`src/rtl/stepper_move_pulse_generator_defines.svh`:
```
// Assertion helpers for the step-pulse generator.
`ifndef STEPPER_MOVE_PULSE_GENERATOR_DEFINES_SVH
`define STEPPER_MOVE_PULSE_GENERATOR_DEFINES_SVH

// Same-cycle implication, sampled on clk, off during reset.
`define SMPG_ASSERT_NOW(lbl, ante, cons) \
  lbl: assert property (@(posedge clk) disable iff (!rst_n) (ante) |-> (cons)) \
    else $error("smpg same-cycle check failed");

// Next-cycle implication, sampled on clk, off during reset.
`define SMPG_ASSERT_NEXT(lbl, ante, cons) \
  lbl: assert property (@(posedge clk) disable iff (!rst_n) (ante) |=> (cons)) \
    else $error("smpg next-cycle check failed");

`endif

```
`src/rtl/smpg_pkg.sv`:
```
package smpg_pkg;

  localparam int unsigned FRACTION_BITS_DEF = 8;

  localparam int unsigned AMT_W      = 24;
  localparam int unsigned CFG_W      = 16;
  localparam int unsigned MODE_W     = 3;
  localparam int unsigned POS_W      = 32;
  localparam int unsigned PROD_W     = AMT_W + CFG_W;
  localparam int unsigned OP_W       = 2;
  localparam int unsigned REG_IDX_W  = 3;
  localparam int unsigned CFG_DATA_W = 32;
  localparam int unsigned CFG_ADDR_W = REG_IDX_W + 2;
  localparam int unsigned IN_DATA_W  = 32;
  localparam int unsigned OUT_DATA_W = 40;

  localparam logic [OP_W-1:0] OP_TICK   = 2'd0;
  localparam logic [OP_W-1:0] OP_MOVE   = 2'd1;
  localparam logic [OP_W-1:0] OP_SETPOS = 2'd2;

  localparam logic [REG_IDX_W-1:0] REG_SPP  = 3'd0;
  localparam logic [REG_IDX_W-1:0] REG_MIN  = 3'd1;
  localparam logic [REG_IDX_W-1:0] REG_MAX  = 3'd2;
  localparam logic [REG_IDX_W-1:0] REG_MODE = 3'd3;
  localparam logic [REG_IDX_W-1:0] REG_HALF = 3'd4;
  localparam logic [REG_IDX_W-1:0] REG_DIR  = 3'd5;

  localparam logic [CFG_W-1:0] SPP_RST  = 16'd1;
  localparam logic [CFG_W-1:0] HALF_RST = 16'd1000;

  typedef struct packed {
    logic [CFG_W-1:0]  spp;
    logic [CFG_W-1:0]  min_pos;
    logic [CFG_W-1:0]  max_pos;
    logic [MODE_W-1:0] mode;
    logic [CFG_W-1:0]  half_period;
    logic              dir;
  } cfg_t;

  // log2 of the microstep multiplier: 1,16,8,1,2,4,2, mode seven is 1
  function automatic logic [MODE_W-1:0] mode_shift(input logic [MODE_W-1:0] mode);
    logic [MODE_W-1:0] sh;
    case (mode)
      3'd1:    sh = 3'd4;
      3'd2:    sh = 3'd3;
      3'd4:    sh = 3'd1;
      3'd5:    sh = 3'd2;
      3'd6:    sh = 3'd1;
      default: sh = 3'd0;
    endcase
    return sh;
  endfunction

endpackage

```
`src/rtl/smpg_regs.sv`:
```
module smpg_regs (
  input  logic                              clk,
  input  logic                              rst_n,
  input  logic                              psel,
  input  logic                              penable,
  input  logic                              pwrite,
  input  logic [smpg_pkg::CFG_ADDR_W-1:0]   paddr,
  input  logic [smpg_pkg::CFG_DATA_W-1:0]   pwdata,
  output logic [smpg_pkg::CFG_DATA_W-1:0]   prdata,
  input  logic                              lock,
  output smpg_pkg::cfg_t                    cfg
);
  import smpg_pkg::*;

  cfg_t                 cfg_r;
  logic [REG_IDX_W-1:0] idx;
  logic                 wr_en;

  assign idx   = paddr[CFG_ADDR_W-1:2];
  assign wr_en = psel & penable & pwrite & ~lock;
  assign cfg   = cfg_r;

  always_ff @(posedge clk) begin
    if (!rst_n) begin
      cfg_r.spp         <= SPP_RST;
      cfg_r.min_pos     <= '0;
      cfg_r.max_pos     <= '0;
      cfg_r.mode        <= '0;
      cfg_r.half_period <= HALF_RST;
      cfg_r.dir         <= 1'b0;
    end else if (wr_en) begin
      unique case (idx)
        REG_SPP:  cfg_r.spp         <= pwdata[CFG_W-1:0];
        REG_MIN:  cfg_r.min_pos     <= pwdata[CFG_W-1:0];
        REG_MAX:  cfg_r.max_pos     <= pwdata[CFG_W-1:0];
        REG_MODE: cfg_r.mode        <= pwdata[MODE_W-1:0];
        REG_HALF: cfg_r.half_period <= pwdata[CFG_W-1:0];
        REG_DIR:  cfg_r.dir         <= pwdata[0];
        default: ;
      endcase
    end
  end

  always_comb begin
    prdata = '0;
    unique case (idx)
      REG_SPP:  prdata = CFG_DATA_W'(cfg_r.spp);
      REG_MIN:  prdata = CFG_DATA_W'(cfg_r.min_pos);
      REG_MAX:  prdata = CFG_DATA_W'(cfg_r.max_pos);
      REG_MODE: prdata = CFG_DATA_W'(cfg_r.mode);
      REG_HALF: prdata = CFG_DATA_W'(cfg_r.half_period);
      REG_DIR:  prdata = CFG_DATA_W'(cfg_r.dir);
      default:  prdata = '0;
    endcase
  end

endmodule

```
`src/rtl/smpg_mul.sv`:
```
module smpg_mul (
  input  logic                          clk,
  input  logic [smpg_pkg::AMT_W-1:0]    a,
  input  logic [smpg_pkg::CFG_W-1:0]    b,
  output logic [smpg_pkg::PROD_W-1:0]   prod
);
  import smpg_pkg::*;

  logic [PROD_W-1:0] prod_r;

  always_ff @(posedge clk) begin
    prod_r <= PROD_W'(a) * PROD_W'(b);
  end

  assign prod = prod_r;

endmodule

```
`src/rtl/stepper_move_pulse_generator.sv`:
```
// channel | dir | handshake           | payload
// in_     | in  | tvalid/tready       | tuser: operation; tdata: amount, override, fault_n
// out_    | out | tvalid/tready       | tdata: step_out, busy, position, move_done
// cfg_    | in  | APB, pready tied 1  | six config registers at 4*i
// Tick or no-op: IDLE, TICK, OUT. Set position: IDLE, CONV, SETPOS, OUT. Start move:
// IDLE, CONV, LO, HI, CLAMP, ARM, OUT, or LO to OUT if busy or zero steps requested.
// The sequencer runs every scaling product through one shared 24x16 multiplier.
// One result transaction per input transaction, registered; a new input is
// taken while the previous result waits, and the last step stalls on out_tready.
// Synchronous active-low reset clears sequencer, motion state and registers.
`include "stepper_move_pulse_generator_defines.svh"

module stepper_move_pulse_generator #(
  parameter int unsigned FRACTION_BITS = smpg_pkg::FRACTION_BITS_DEF
) (
  input  logic                              clk,
  input  logic                              rst_n,
  input  logic                              in_tvalid,
  output logic                              in_tready,
  // [23:0] amount, [24] allow_beyond_limits, [25] fault_n
  input  logic [smpg_pkg::IN_DATA_W-1:0]    in_tdata,
  // [1:0] operation
  input  logic [smpg_pkg::OP_W-1:0]         in_tuser,
  output logic                              out_tvalid,
  input  logic                              out_tready,
  // [0] step_out, [1] busy_res, [33:2] position, [34] move_done
  output logic [smpg_pkg::OUT_DATA_W-1:0]   out_tdata,
  input  logic                              cfg_psel,
  input  logic                              cfg_penable,
  input  logic                              cfg_pwrite,
  input  logic [smpg_pkg::CFG_ADDR_W-1:0]   cfg_paddr,
  input  logic [smpg_pkg::CFG_DATA_W-1:0]   cfg_pwdata,
  output logic [smpg_pkg::CFG_DATA_W-1:0]   cfg_prdata,
  output logic                              cfg_pready
);
  import smpg_pkg::*;

  localparam int unsigned PH_W = POS_W + 5;

  localparam logic [3:0] S_IDLE   = 4'd0;
  localparam logic [3:0] S_TICK   = 4'd1;
  localparam logic [3:0] S_CONV   = 4'd2;
  localparam logic [3:0] S_LO     = 4'd3;
  localparam logic [3:0] S_HI     = 4'd4;
  localparam logic [3:0] S_CLAMP  = 4'd5;
  localparam logic [3:0] S_ARM    = 4'd6;
  localparam logic [3:0] S_SETPOS = 4'd7;
  localparam logic [3:0] S_OUT    = 4'd8;

  cfg_t cfg;

  logic [3:0]            state_r, state_nxt;
  logic                  running_r, running_nxt;
  logic                  next_level_r, next_level_nxt;
  logic                  pin_level_r, pin_level_nxt;
  logic [POS_W-1:0]      phases_r, phases_nxt;
  logic [CFG_W-1:0]      tick_r, tick_nxt;
  logic [POS_W-1:0]      pending_r, pending_nxt;
  logic [POS_W-1:0]      current_r, current_nxt;
  logic                  done_r, done_nxt;
  logic                  out_valid_r, out_valid_nxt;

  logic [OP_W-1:0]       op_r;
  logic [AMT_W-1:0]      amount_r;
  logic                  beyond_r;
  logic                  fault_n_r;
  logic [POS_W-1:0]      steps_r;
  logic [POS_W-1:0]      lo_r;
  logic [POS_W-1:0]      s_r;
  logic [OUT_DATA_W-1:0] out_data_r;

  logic                  in_acc;
  logic                  out_free;
  logic [AMT_W-1:0]      mul_a;
  logic [PROD_W-1:0]     prod;
  logic [PROD_W-1:0]     prod_shift;
  logic [POS_W-1:0]      steps_w;
  logic [POS_W-1:0]      hi_w;
  logic [POS_W:0]        sum_w;
  logic                  over_w;
  logic [POS_W-1:0]      room_a, room_b, room_w;
  logic [POS_W-1:0]      clamped_w;
  logic [MODE_W-1:0]     shamt;
  logic [PH_W-1:0]       ph_wide;
  logic [POS_W-1:0]      phases_w;
  logic [CFG_W-1:0]      limit_w, tick_inc;
  logic [POS_W-1:0]      ph_dec;

  smpg_regs u_regs (
    .clk     (clk),
    .rst_n   (rst_n),
    .psel    (cfg_psel),
    .penable (cfg_penable),
    .pwrite  (cfg_pwrite),
    .paddr   (cfg_paddr),
    .pwdata  (cfg_pwdata),
    .prdata  (cfg_prdata),
    .lock    (running_r),
    .cfg     (cfg)
  );

  always_comb begin
    unique case (state_r)
      S_CONV:  mul_a = amount_r;
      S_LO:    mul_a = AMT_W'(cfg.min_pos);
      default: mul_a = AMT_W'(cfg.max_pos);
    endcase
  end

  smpg_mul u_mul (
    .clk  (clk),
    .a    (mul_a),
    .b    (cfg.spp),
    .prod (prod)
  );

  assign cfg_pready = 1'b1;
  assign in_tready  = (state_r == S_IDLE);
  assign in_acc     = in_tvalid & in_tready;
  assign out_free   = ~out_valid_r | out_tready;
  assign out_tvalid = out_valid_r;
  assign out_tdata  = out_data_r;

  // fixed-point to full steps, saturating
  assign prod_shift = prod >> FRACTION_BITS;
  assign steps_w    = (|prod_shift[PROD_W-1:POS_W]) ? '1 : prod_shift[POS_W-1:0];

  // limit clamp; prod holds max*spp in S_CLAMP
  assign hi_w      = prod[POS_W-1:0];
  assign sum_w     = (POS_W+1)'(cfg.dir ? lo_r : current_r) + (POS_W+1)'(steps_r);
  assign over_w    = cfg.dir ? ({1'b0, current_r} < sum_w) : (sum_w > {1'b0, hi_w});
  assign room_a    = cfg.dir ? current_r : hi_w;
  assign room_b    = cfg.dir ? lo_r : current_r;
  assign room_w    = (room_a > room_b) ? room_a - room_b : '0;
  assign clamped_w = (!beyond_r && over_w) ? room_w : steps_r;

  // phases = 2 * steps * multiplier, saturating
  assign shamt    = MODE_W'(mode_shift(cfg.mode) + 3'd1);
  assign ph_wide  = PH_W'(s_r) << shamt;
  assign phases_w = (|ph_wide[PH_W-1:POS_W]) ? '1 : ph_wide[POS_W-1:0];

  assign limit_w  = (cfg.half_period == '0) ? CFG_W'(1) : cfg.half_period;
  assign tick_inc = tick_r + CFG_W'(1);
  assign ph_dec   = (phases_r != '0) ? phases_r - POS_W'(1) : '0;

  always_comb begin
    state_nxt      = state_r;
    running_nxt    = running_r;
    next_level_nxt = next_level_r;
    pin_level_nxt  = pin_level_r;
    phases_nxt     = phases_r;
    tick_nxt       = tick_r;
    pending_nxt    = pending_r;
    current_nxt    = current_r;
    done_nxt       = done_r;
    out_valid_nxt  = out_valid_r & ~out_tready;

    unique case (state_r)
      S_IDLE: begin
        if (in_acc) begin
          done_nxt = 1'b0;
          if (in_tuser == OP_MOVE || in_tuser == OP_SETPOS) begin
            state_nxt = S_CONV;
          end else begin
            state_nxt = S_TICK;
          end
        end
      end
      S_TICK: begin
        if (op_r == OP_TICK && running_r) begin
          if (tick_inc >= limit_w) begin
            tick_nxt      = '0;
            pin_level_nxt = next_level_r;
            phases_nxt    = ph_dec;
            if (ph_dec == '0) begin
              running_nxt    = 1'b0;
              next_level_nxt = 1'b0;
              pin_level_nxt  = 1'b0;
              if (fault_n_r) begin
                current_nxt = cfg.dir ? current_r - pending_r : current_r + pending_r;
              end
              pending_nxt = '0;
              done_nxt    = 1'b1;
            end else begin
              next_level_nxt = ~next_level_r;
            end
          end else begin
            tick_nxt = tick_inc;
          end
        end
        state_nxt = S_OUT;
      end
      S_CONV: begin
        state_nxt = (op_r == OP_SETPOS) ? S_SETPOS : S_LO;
      end
      S_SETPOS: begin
        if (!running_r) begin
          current_nxt = steps_w;
        end
        state_nxt = S_OUT;
      end
      S_LO: begin
        state_nxt = (running_r || steps_w == '0) ? S_OUT : S_HI;
      end
      S_HI: begin
        state_nxt = S_CLAMP;
      end
      S_CLAMP: begin
        state_nxt = S_ARM;
      end
      S_ARM: begin
        pin_level_nxt = 1'b0;
        tick_nxt      = '0;
        if (s_r == '0) begin
          done_nxt = 1'b1;
        end else begin
          pending_nxt    = s_r;
          phases_nxt     = phases_w;
          next_level_nxt = 1'b1;
          running_nxt    = 1'b1;
        end
        state_nxt = S_OUT;
      end
      S_OUT: begin
        if (out_free) begin
          out_valid_nxt = 1'b1;
          state_nxt     = S_IDLE;
        end
      end
      default: state_nxt = S_IDLE;
    endcase
  end

  always_ff @(posedge clk) begin
    if (!rst_n) begin
      state_r      <= S_IDLE;
      running_r    <= 1'b0;
      next_level_r <= 1'b0;
      pin_level_r  <= 1'b0;
      phases_r     <= '0;
      tick_r       <= '0;
      pending_r    <= '0;
      current_r    <= '0;
      done_r       <= 1'b0;
      out_valid_r  <= 1'b0;
    end else begin
      state_r      <= state_nxt;
      running_r    <= running_nxt;
      next_level_r <= next_level_nxt;
      pin_level_r  <= pin_level_nxt;
      phases_r     <= phases_nxt;
      tick_r       <= tick_nxt;
      pending_r    <= pending_nxt;
      current_r    <= current_nxt;
      done_r       <= done_nxt;
      out_valid_r  <= out_valid_nxt;
    end
  end

  always_ff @(posedge clk) begin
    if (in_acc) begin
      op_r      <= in_tuser;
      amount_r  <= in_tdata[AMT_W-1:0];
      beyond_r  <= in_tdata[AMT_W];
      fault_n_r <= in_tdata[AMT_W+1];
    end
    if (state_r == S_LO) begin
      steps_r <= steps_w;
    end
    if (state_r == S_HI) begin
      lo_r <= prod[POS_W-1:0];
    end
    if (state_r == S_CLAMP) begin
      s_r <= clamped_w;
    end
    if (state_r == S_OUT && out_free) begin
      out_data_r <= OUT_DATA_W'({done_r, current_r, running_r, pin_level_r});
    end
  end

  `SMPG_ASSERT_NOW(a_run_has_phases, running_r, phases_r != '0)
  `SMPG_ASSERT_NOW(a_idle_tick_clear, !running_r, tick_r == '0)
  `SMPG_ASSERT_NOW(a_done_not_running, done_r, !running_r)
  `SMPG_ASSERT_NEXT(a_accept_then_busy, in_tvalid && in_tready, !in_tready)

endmodule
```
`config.mk`:
```
export PLATFORM = sky130hd
export DESIGN_NAME = stepper_move_pulse_generator
export DESIGN_NICKNAME = d
export VERILOG_FILES = /design/src/rtl/smpg_pkg.sv /design/src/rtl/smpg_regs.sv /design/src/rtl/smpg_mul.sv /design/src/rtl/stepper_move_pulse_generator.sv
export VERILOG_INCLUDE_DIRS = /design/src /design/src/rtl
export SDC_FILE = /design/constraint.sdc
export NUM_CORES = 2
export LEC_CHECK = 0
export BUFFER_PORTS_ARGS = -buffer_cell sky130_fd_sc_hd__buf_4
export CAP_MARGIN = 20
export CORE_ASPECT_RATIO = 1.4
export CORE_MARGIN = 3
export CORE_UTILIZATION = 31
export CTS_BUF_LIST = sky130_fd_sc_hd__clkbuf_4 sky130_fd_sc_hd__clkbuf_8
export DETAILED_ROUTE_END_ITERATION = 16
export GPL_ROUTABILITY_DRIVEN = 0
export PLACE_DENSITY = 0.42
export SYNTH_ARGS = -nofsm -noshare
export SYNTH_HDL_FRONTEND = slang
export SYNTH_SLANG_ARGS = --single-unit
```
`constraint.sdc`:
```
create_clock -name clk -period 23.5 [get_ports clk]
set_input_delay 1.175 -clock clk [delete_from_list [all_inputs] [get_ports clk]]
set_output_delay 1.175 -clock clk [all_outputs]
set_load 0.01 [all_outputs]
```
# Yosys cells after proc, flatten, opt, wreduce, memory -nomap -nowiden
# Cells that the tools add are included.
[word_totals] ramBits=0 word_cells=169 latchBits=0 reg_bits=388 output_inout_bits=75 mem_bits_ro=0 in_bits=78 mem_count=0
[op_classes] order_cmp=4 n_reduce_logical=33 multipliers=1 add_sub_neg=7 n_mux=58 bitwise_logic=10 n_eq_ne=30 div=0 shift=1
[op_table] cell="two-way mux 32 bit" count=20
[op_table] cell="case mux 32 bit (2 select lines)" count=3
[op_table] cell="zero test 32 bit" count=3
[op_table] cell="case mux 16 bit (6 select lines)" count=1
[op_table] cell="subtractor 32 bit" count=2
[op_table] cell="two-way mux 16 bit" count=3
[op_table] cell="case mux 24 bit (2 select lines)" count=1
[op_table] cell="multiplier 24 x 16 -> 40 bit" count=1
[op_table] cell="<< shifter 32 x 3 -> 37 bit" count=1
[op_table] cell="adder 32 x 32 -> 33 bit" count=1
[op_table] cell="> comparator 33 x 32 -> 1 bit" count=1
[op_table] cell="< comparator 32 x 33 -> 1 bit" count=1
[op_table] cell="adder 32 bit" count=1
[op_table] cell="> comparator 32 bit" count=1
[op_table] cell="case mux 16 bit (2 select lines)" count=1
[op_table] cell="nonzero test 32 bit" count=1
[op_table] cell="subtractor 32 x 1 -> 32 bit, second input constant" count=1
[op_table] cell="case mux 4 bit (7 select lines)" count=1
[op_table] cell="two-way mux 1 bit" count=18
[op_table] cell="adder 16 x 1 -> 16 bit, second input constant" count=1
[op_table] cell="equality test 4 x 3 -> 1 bit, second input constant" count=4
[op_table] cell=">= comparator 16 bit" count=1
[op_table] cell="zero test 16 bit" count=1
[op_table] cell="!= test 2 bit, second input constant" count=8
[op_table] cell="other kinds (35)" count=67

# Longest topological paths before layout
[depth] depth_word=9 mapped_depth=30 ltp_nobuf=27

# Hierarchy
# A second synthesis with hierarchy kept.
[hier_totals] hier_cells=4242 hier_area_um2=37786.2
[modules_own_cells] mod="stepper_move_pulse_generator" area_each_um2=21076.5 cells_each=2377 seq_area_each_um2=7196.9 n_inst=1
[modules_own_cells] mod="smpg_mul" area_each_um2=13375.3 cells_each=1511 seq_area_each_um2=800.8 n_inst=1
[modules_own_cells] mod="smpg_regs" area_each_um2=3334.4 cells_each=354 seq_area_each_um2=1361.3 n_inst=1

# Least setup slack after synthesis
# Ideal clock, no wire load.
[synth_timing] path_type="flip-flop to flip-flop" start="register state_r[1]" end="register u_mul.prod_r[36] (netlist: u_mul.prod[36])" path_stages_with_launch=27 setup_ns=0.118 n_path_buf=3 arrival_ns=7.280 period_less_slack_ns=7.399 setup_slack_ns=16.101 required_ns=23.382 path_cell_list="dfxtp_1 > clkbuf_1 > nor3b_1 > clkbuf_1 > nor2_1 > a21oi_1 > clkbuf_1 > nand2_1 > fa_1 > fa_1 > inv_1 > fa_1 > inv_1 > fa_1 > inv_1 > fa_1 > fa_1 > ha_1 > and3_1 > a31o_2 > or2_2 > a22oi_1 > a21oi_1 > o311ai_0 > nand2b_1 > a21bo_2 > xor2_1"
[synth_via] elab_chain_cells=3 elab_cells_between_ends=4 classes_between="mul: 1; eq/ne: 2; mux: 1"
[synth_lines] element="start, declared" line="stepper_move_pulse_generator.sv:52" text="logic [3:0] state_r, state_nxt;"
[synth_lines] element="start signal, assigned" line="stepper_move_pulse_generator.sv:247" text="state_r <= state_nxt;"
[synth_lines] element="equality test 4 x 2 -> 1 bit" line="stepper_move_pulse_generator.sv:103" text="unique case (state_r)"
[synth_lines] element="case mux 24 bit (2 select lines) *" line="stepper_move_pulse_generator.sv:103"
[synth_lines] element="multiplier 24 x 16 -> 40 bit *" line="smpg_mul.sv:12" text="prod_r <= PROD_W'(a) * PROD_W'(b);"
[synth_lines] element="end signal, assigned" line="smpg_mul.sv:12"
[synth_lines] element="end, declared" line="smpg_mul.sv:9" text="logic [PROD_W-1:0] prod_r;"
# Mark *: on every way between the ends. The rest lies on a longest branch, timed or not.
# A chain may end at the register's enable or synchronous reset.

# Worst setup path after layout
[layout_timing] start="register u_regs.cfg_r (netlist bit u_regs.cfg[0])" end="register s_r[24], data pin"
[layout_via] elab_chain_cells=6 elab_cells_between_ends=12 classes_between="add/sub: 2; order compare: 3; mux: 6; reduce/logical: 1"
[layout_lines] element="start, declared" line="smpg_regs.sv:15" text="cfg_t cfg_r;"
[layout_lines] element="two-way mux 32 bit" line="stepper_move_pulse_generator.sv:130, stepper_move_pulse_generator.sv:133"
[layout_lines] element="adder 32 x 32 -> 33 bit" line="stepper_move_pulse_generator.sv:130" text="assign sum_w = (POS_W+1)'(cfg.dir ? lo_r : current_r) + (POS_W+1)'(steps_r);"
[layout_lines] element="> comparator 33 x 32 -> 1 bit / < comparator 32 x 33 -> 1 bit (equally long branches)" line="stepper_move_pulse_generator.sv:131" text="assign over_w = cfg.dir ? ({1'b0, current_r} < sum_w) : (sum_w > {1'b0, hi_w});"
[layout_lines] element="two-way mux 1 bit" line="stepper_move_pulse_generator.sv:131"
[layout_lines] element="logical AND 1 bit" line="stepper_move_pulse_generator.sv:135" text="assign clamped_w = (!beyond_r && over_w) ? room_w : steps_r;"
[layout_lines] element="two-way mux 32 bit *" line="stepper_move_pulse_generator.sv:135"
[layout_lines] element="via clamped_w[24]" line="stepper_move_pulse_generator.sv:82" text="logic [POS_W-1:0] clamped_w;"
[layout_lines] element="end signal, assigned" line="stepper_move_pulse_generator.sv:274" text="s_r <= clamped_w;"
[layout_lines] element="end, declared" line="stepper_move_pulse_generator.sv:69" text="logic [POS_W-1:0] s_r;"
# The timed path passes the listed nets; every way through them passes the cells marked *.

==> summary.md <==
| Metric | Value |
|---|---|
| Status | finished, final reports clean |
| Endpoints failing setup | 0 |
| Post-synth ARST share | 0% |
| Gr ovfl total | 0 |
| Root buffer cell | clkbuf_8 |
| Final TNS setup | 0 ns |
| Synth area leader | fa_1 |
| Fmax | 111.6 MHz |
| Final period utilization | 38.13% |
| Die Ht | 415.1 um |
| FF+latch count, synth | 388 |
| Die width | 298.2 um |
| Pwr Total | 2.338 mW |
| Core ar. | 118200 um^2 |
| # rows | 149 |
| TritonCTS Buffers | 75 |
| Placement Cell Area | 39510 um^2 |
| Clock slew at reported path FFs | 0.06 ns |
| Crit Path Max Fanout | 61 |
| I/O Buffers | 106 |
| Final HPWL DP | 99620 um |
| Commonest non-fill, non-tap cell in the layout | nand2_1 |
| PwrDens | 56.91 nW/um^2 |
| P&R area growth vs syn | 10.87% |
| All-Layer GR Usage | 20.94% |
| Vias in the first global route | 31496 |
| Required @ worst endpoint | 24.00 ns |
| Max rail drop VDD | 0.04212 mV |
| Fin area | 41080 um^2 |
| Slew Limit Headroom | 23.19% |
| Via density | 5.088 |
| Switching share of power | 38.78% |
| CTS-repair resized insts | 0 |
| Hold-fix buffers at CTS | 0 |
| Unrepaired setup endpoints after global routing | no |
| Drt wl/cell | 21.91 um |
| Largest cells by area after synthesis | fa_1 17%, edfxtp_1 13%, dfxtp_1 12%, ha_1 9.8%, nand2_1 5.8% |
| Net Sw Power | 0.9066 mW |
| Syn_area_per_cell | 8.682 um^2 |
| Hold crit path type | flip-flop to flip-flop |
| Routed wire length | 130400 um |
| Syn Inst Count | 4268 |
| Synth unique cells | 83 |
| Setup ws final | 14.54 ns |
| Residual DRC count | 0 |
| Starting Density | 31.35% |
| Placed insts | 5809 |
| Arrival @ worst endpoint | 9.46 ns |
| Most frequent cells in the layout | 574 x nand2_1, 502 x inv_1, 309 x fa_1, 307 x a21oi_1, 289 x ha_1 |
| CTS max path bufs | 3 |
| Final min period | 8.960 ns |
| Die area | 123800 um^2 |
| Boundary pin count | 153 |
| Startpoint Class | flip-flop |
| Global-route wire length before repair | 197200 um |
| Register area share after synthesis | 25.26% |
| Hold path start | u_mul.prod[5] |
| P_int | 1.431 mW |
| Final Non-Filler Cells | 5951 |
| Setup Skew | 0.06932 ns |
| Post-DRT Antenna Nets | 0 |
| Critical path class | flip-flop to flip-flop |
| Nets@finish | 4980 |
| CP top delay family | compound AO/OA/AOI/OAI gates |
| FF-to-FF Start | u_regs.cfg[0] |
| Cell Area, Synth | 37050 um^2 |
| Comb power frac | 35.7% |
| Dpl ws | 14.58 ns |
| Post-synth EDFFs | 159 |
| CTS H-tree lvls | 3 |
| Critical Path Slowest Stage Cell | a21o_2 |
| Crit-path cells | buf_4 > buf_4 > mux2i_1 > inv_1 > ha_1 > inv_1 > o21ai_0 > a2111oi_0 > o32ai_1 > o41a_1 > a22oi_1 > nor2b_1 > xnor2_1 > ha_1 > nand4_1 > or2_2 > nor4_1 > a311oi_1 > o21ai_0 > a21oi_1 > nor4b_1 > a21o_2 > o2bb2ai_1 |
| Synth warnings | 0 |
| Slew @ Worst Pin | 1.152 ns |
| DR iter-0 viols | 1692 |
| Fraction of layout cells with a size suffix above 1 | 8.226% |
| Clock Latency Late Sink | 0.76 ns |
| Clock power frac | 30.7% |
| Critical Path Sink Type | flip-flop |
| Hold WS | 0.4087 ns |
| CTS tree | done |
| CP startpoint | u_regs.cfg[0] |
| Core Util, Final | 34.76% |
| Top cell type's share of synthesized area | 16.69% |
| Main flop type after synthesis | dfxtp_1 |
| Slowest stage delay, CP | 0.83 ns |
| Count of clock tree sinks | 388 |
| Total of max-cap violations | 0 |
| Flop pwr share | 33.6% |
| CP bufs+invs | 4 |
| Initial antenna violation count | 4 |
| Largest net degree at the start of global routing | 78 |
| Final Max Slew Viols | 0 |
| Fin. Hold Viols | 0 |
| Postcts setup bufs | 0 |
| Vias | 30281 |
| Initial DRT Pass Iterations | 6 |
| Leak | 18.34 nW |
==> cells by family (layout without fill, tap and decap cells) <==
logic type | after synthesis | in the layout | synth area share [%]
muxes | 136 | 136 | 3.748
adders and majority gates | 599 | 599 | 26.49
buffers and inverters | 731 | 807 | 7.689
and+or+nand+nor | 1325 | 1325 | 17.01
other | 2 | 24 | 0.02027
DFF | 388 | 388 | 25.26
AOI/OAI and AO/OA | 908 | 908 | 15.56
xor gates and xnor gates | 179 | 179 | 4.231
==> power groups by stage <==
stage / combinational (mW) / clock (mW) / sequential, mW
6_report: 0.835 / 0.717 / 0.785
5_1_grt: 0.914 / 0.776 / 0.789
4_1_cts: 0.844 / 0.752 / 0.786
3_5_place_dp: 0.839 / 0 / 0.801
3_3_place_gp: 0.842 / 0 / 0.801
2_1_floorplan: 0.557 / 0 / 0.779
==> path summary, 6_finish.rpt <==
check / endpoint / cells after the start / slack, ns
hold / removal: lo_r[5] / 0 / 0.41
setup / recovery: s_r[24] / 23 / 14.54
setup reg to reg: s_r[24] / 23 / 14.54
hold reg to reg: lo_r[5] / 0 / 0.41
==> per-layer routing <==
layer | wire length, um | track usage, % | vias up
li1 | - | - | 14558
met1 | 52110 | 24.00 | 14922
met3 | 4249 | 2.312 | 202
met2 | 69510 | 39.81 | 599
met4 | 4522 | 7.354 | 0
met5 | 0 | 0 | -
==> state kept, by name (all words and copies together), names as in the netlist, 2 cells and up <==
| register | count |
|---|---|
| amount_r | 24 |
| current_r | 32 |
| lo_r | 32 |
| op_r | 2 |
| out_tdata | 35 |
| pending_r | 32 |
| phases_r | 32 |
| s_r | 32 |
| state_r | 4 |
| steps_r | 32 |
| tick_r | 16 |
| u_mul.prod | 40 |
| u_regs.cfg | 68 |
==> synthesized netlist by cell type, drive strengths merged (8+ instances only) <==
| library cell | instances |
|---|---|
| nand3 | 54 |
| dfxtp | 229 |
| and2 | 152 |
| or2 | 14 |
| a31oi | 42 |
| nor3b | 11 |
| nor2b | 21 |
| o211ai | 35 |
| o21bai | 20 |
| o21a | 21 |
| nand2 | 574 |
| a211oi | 29 |
| nor4 | 38 |
| a311oi | 11 |
| nor3 | 53 |
| a22oi | 12 |
| nand3b | 18 |
| a22o | 62 |
| edfxtp | 159 |
| xor2 | 61 |
| xnor2 | 118 |
| clkbuf | 182 |
| nand2b | 27 |
| ha | 290 |
| inv | 503 |
| nor2 | 211 |
| a21oi | 311 |
| and3 | 81 |
| a21o | 72 |
| fa | 309 |
| mux2i | 132 |
| nand4 | 35 |
| o211a | 8 |
| o31ai | 12 |
| buf | 46 |
| or3 | 16 |
| o21ai | 196 |
==> layout make-up <==
class,instances,area [um^2]
fillers,12476,77120
multi-input cells,3169,25030
flip-flops and latches,388,9369
well taps,1585,1983
inverters,503,1891
clock buffers,106,1315
repair buffers,166,1259
clock inverters,32,227.7
diodes,2,5.005
Power figures use the tool's default switching activity.
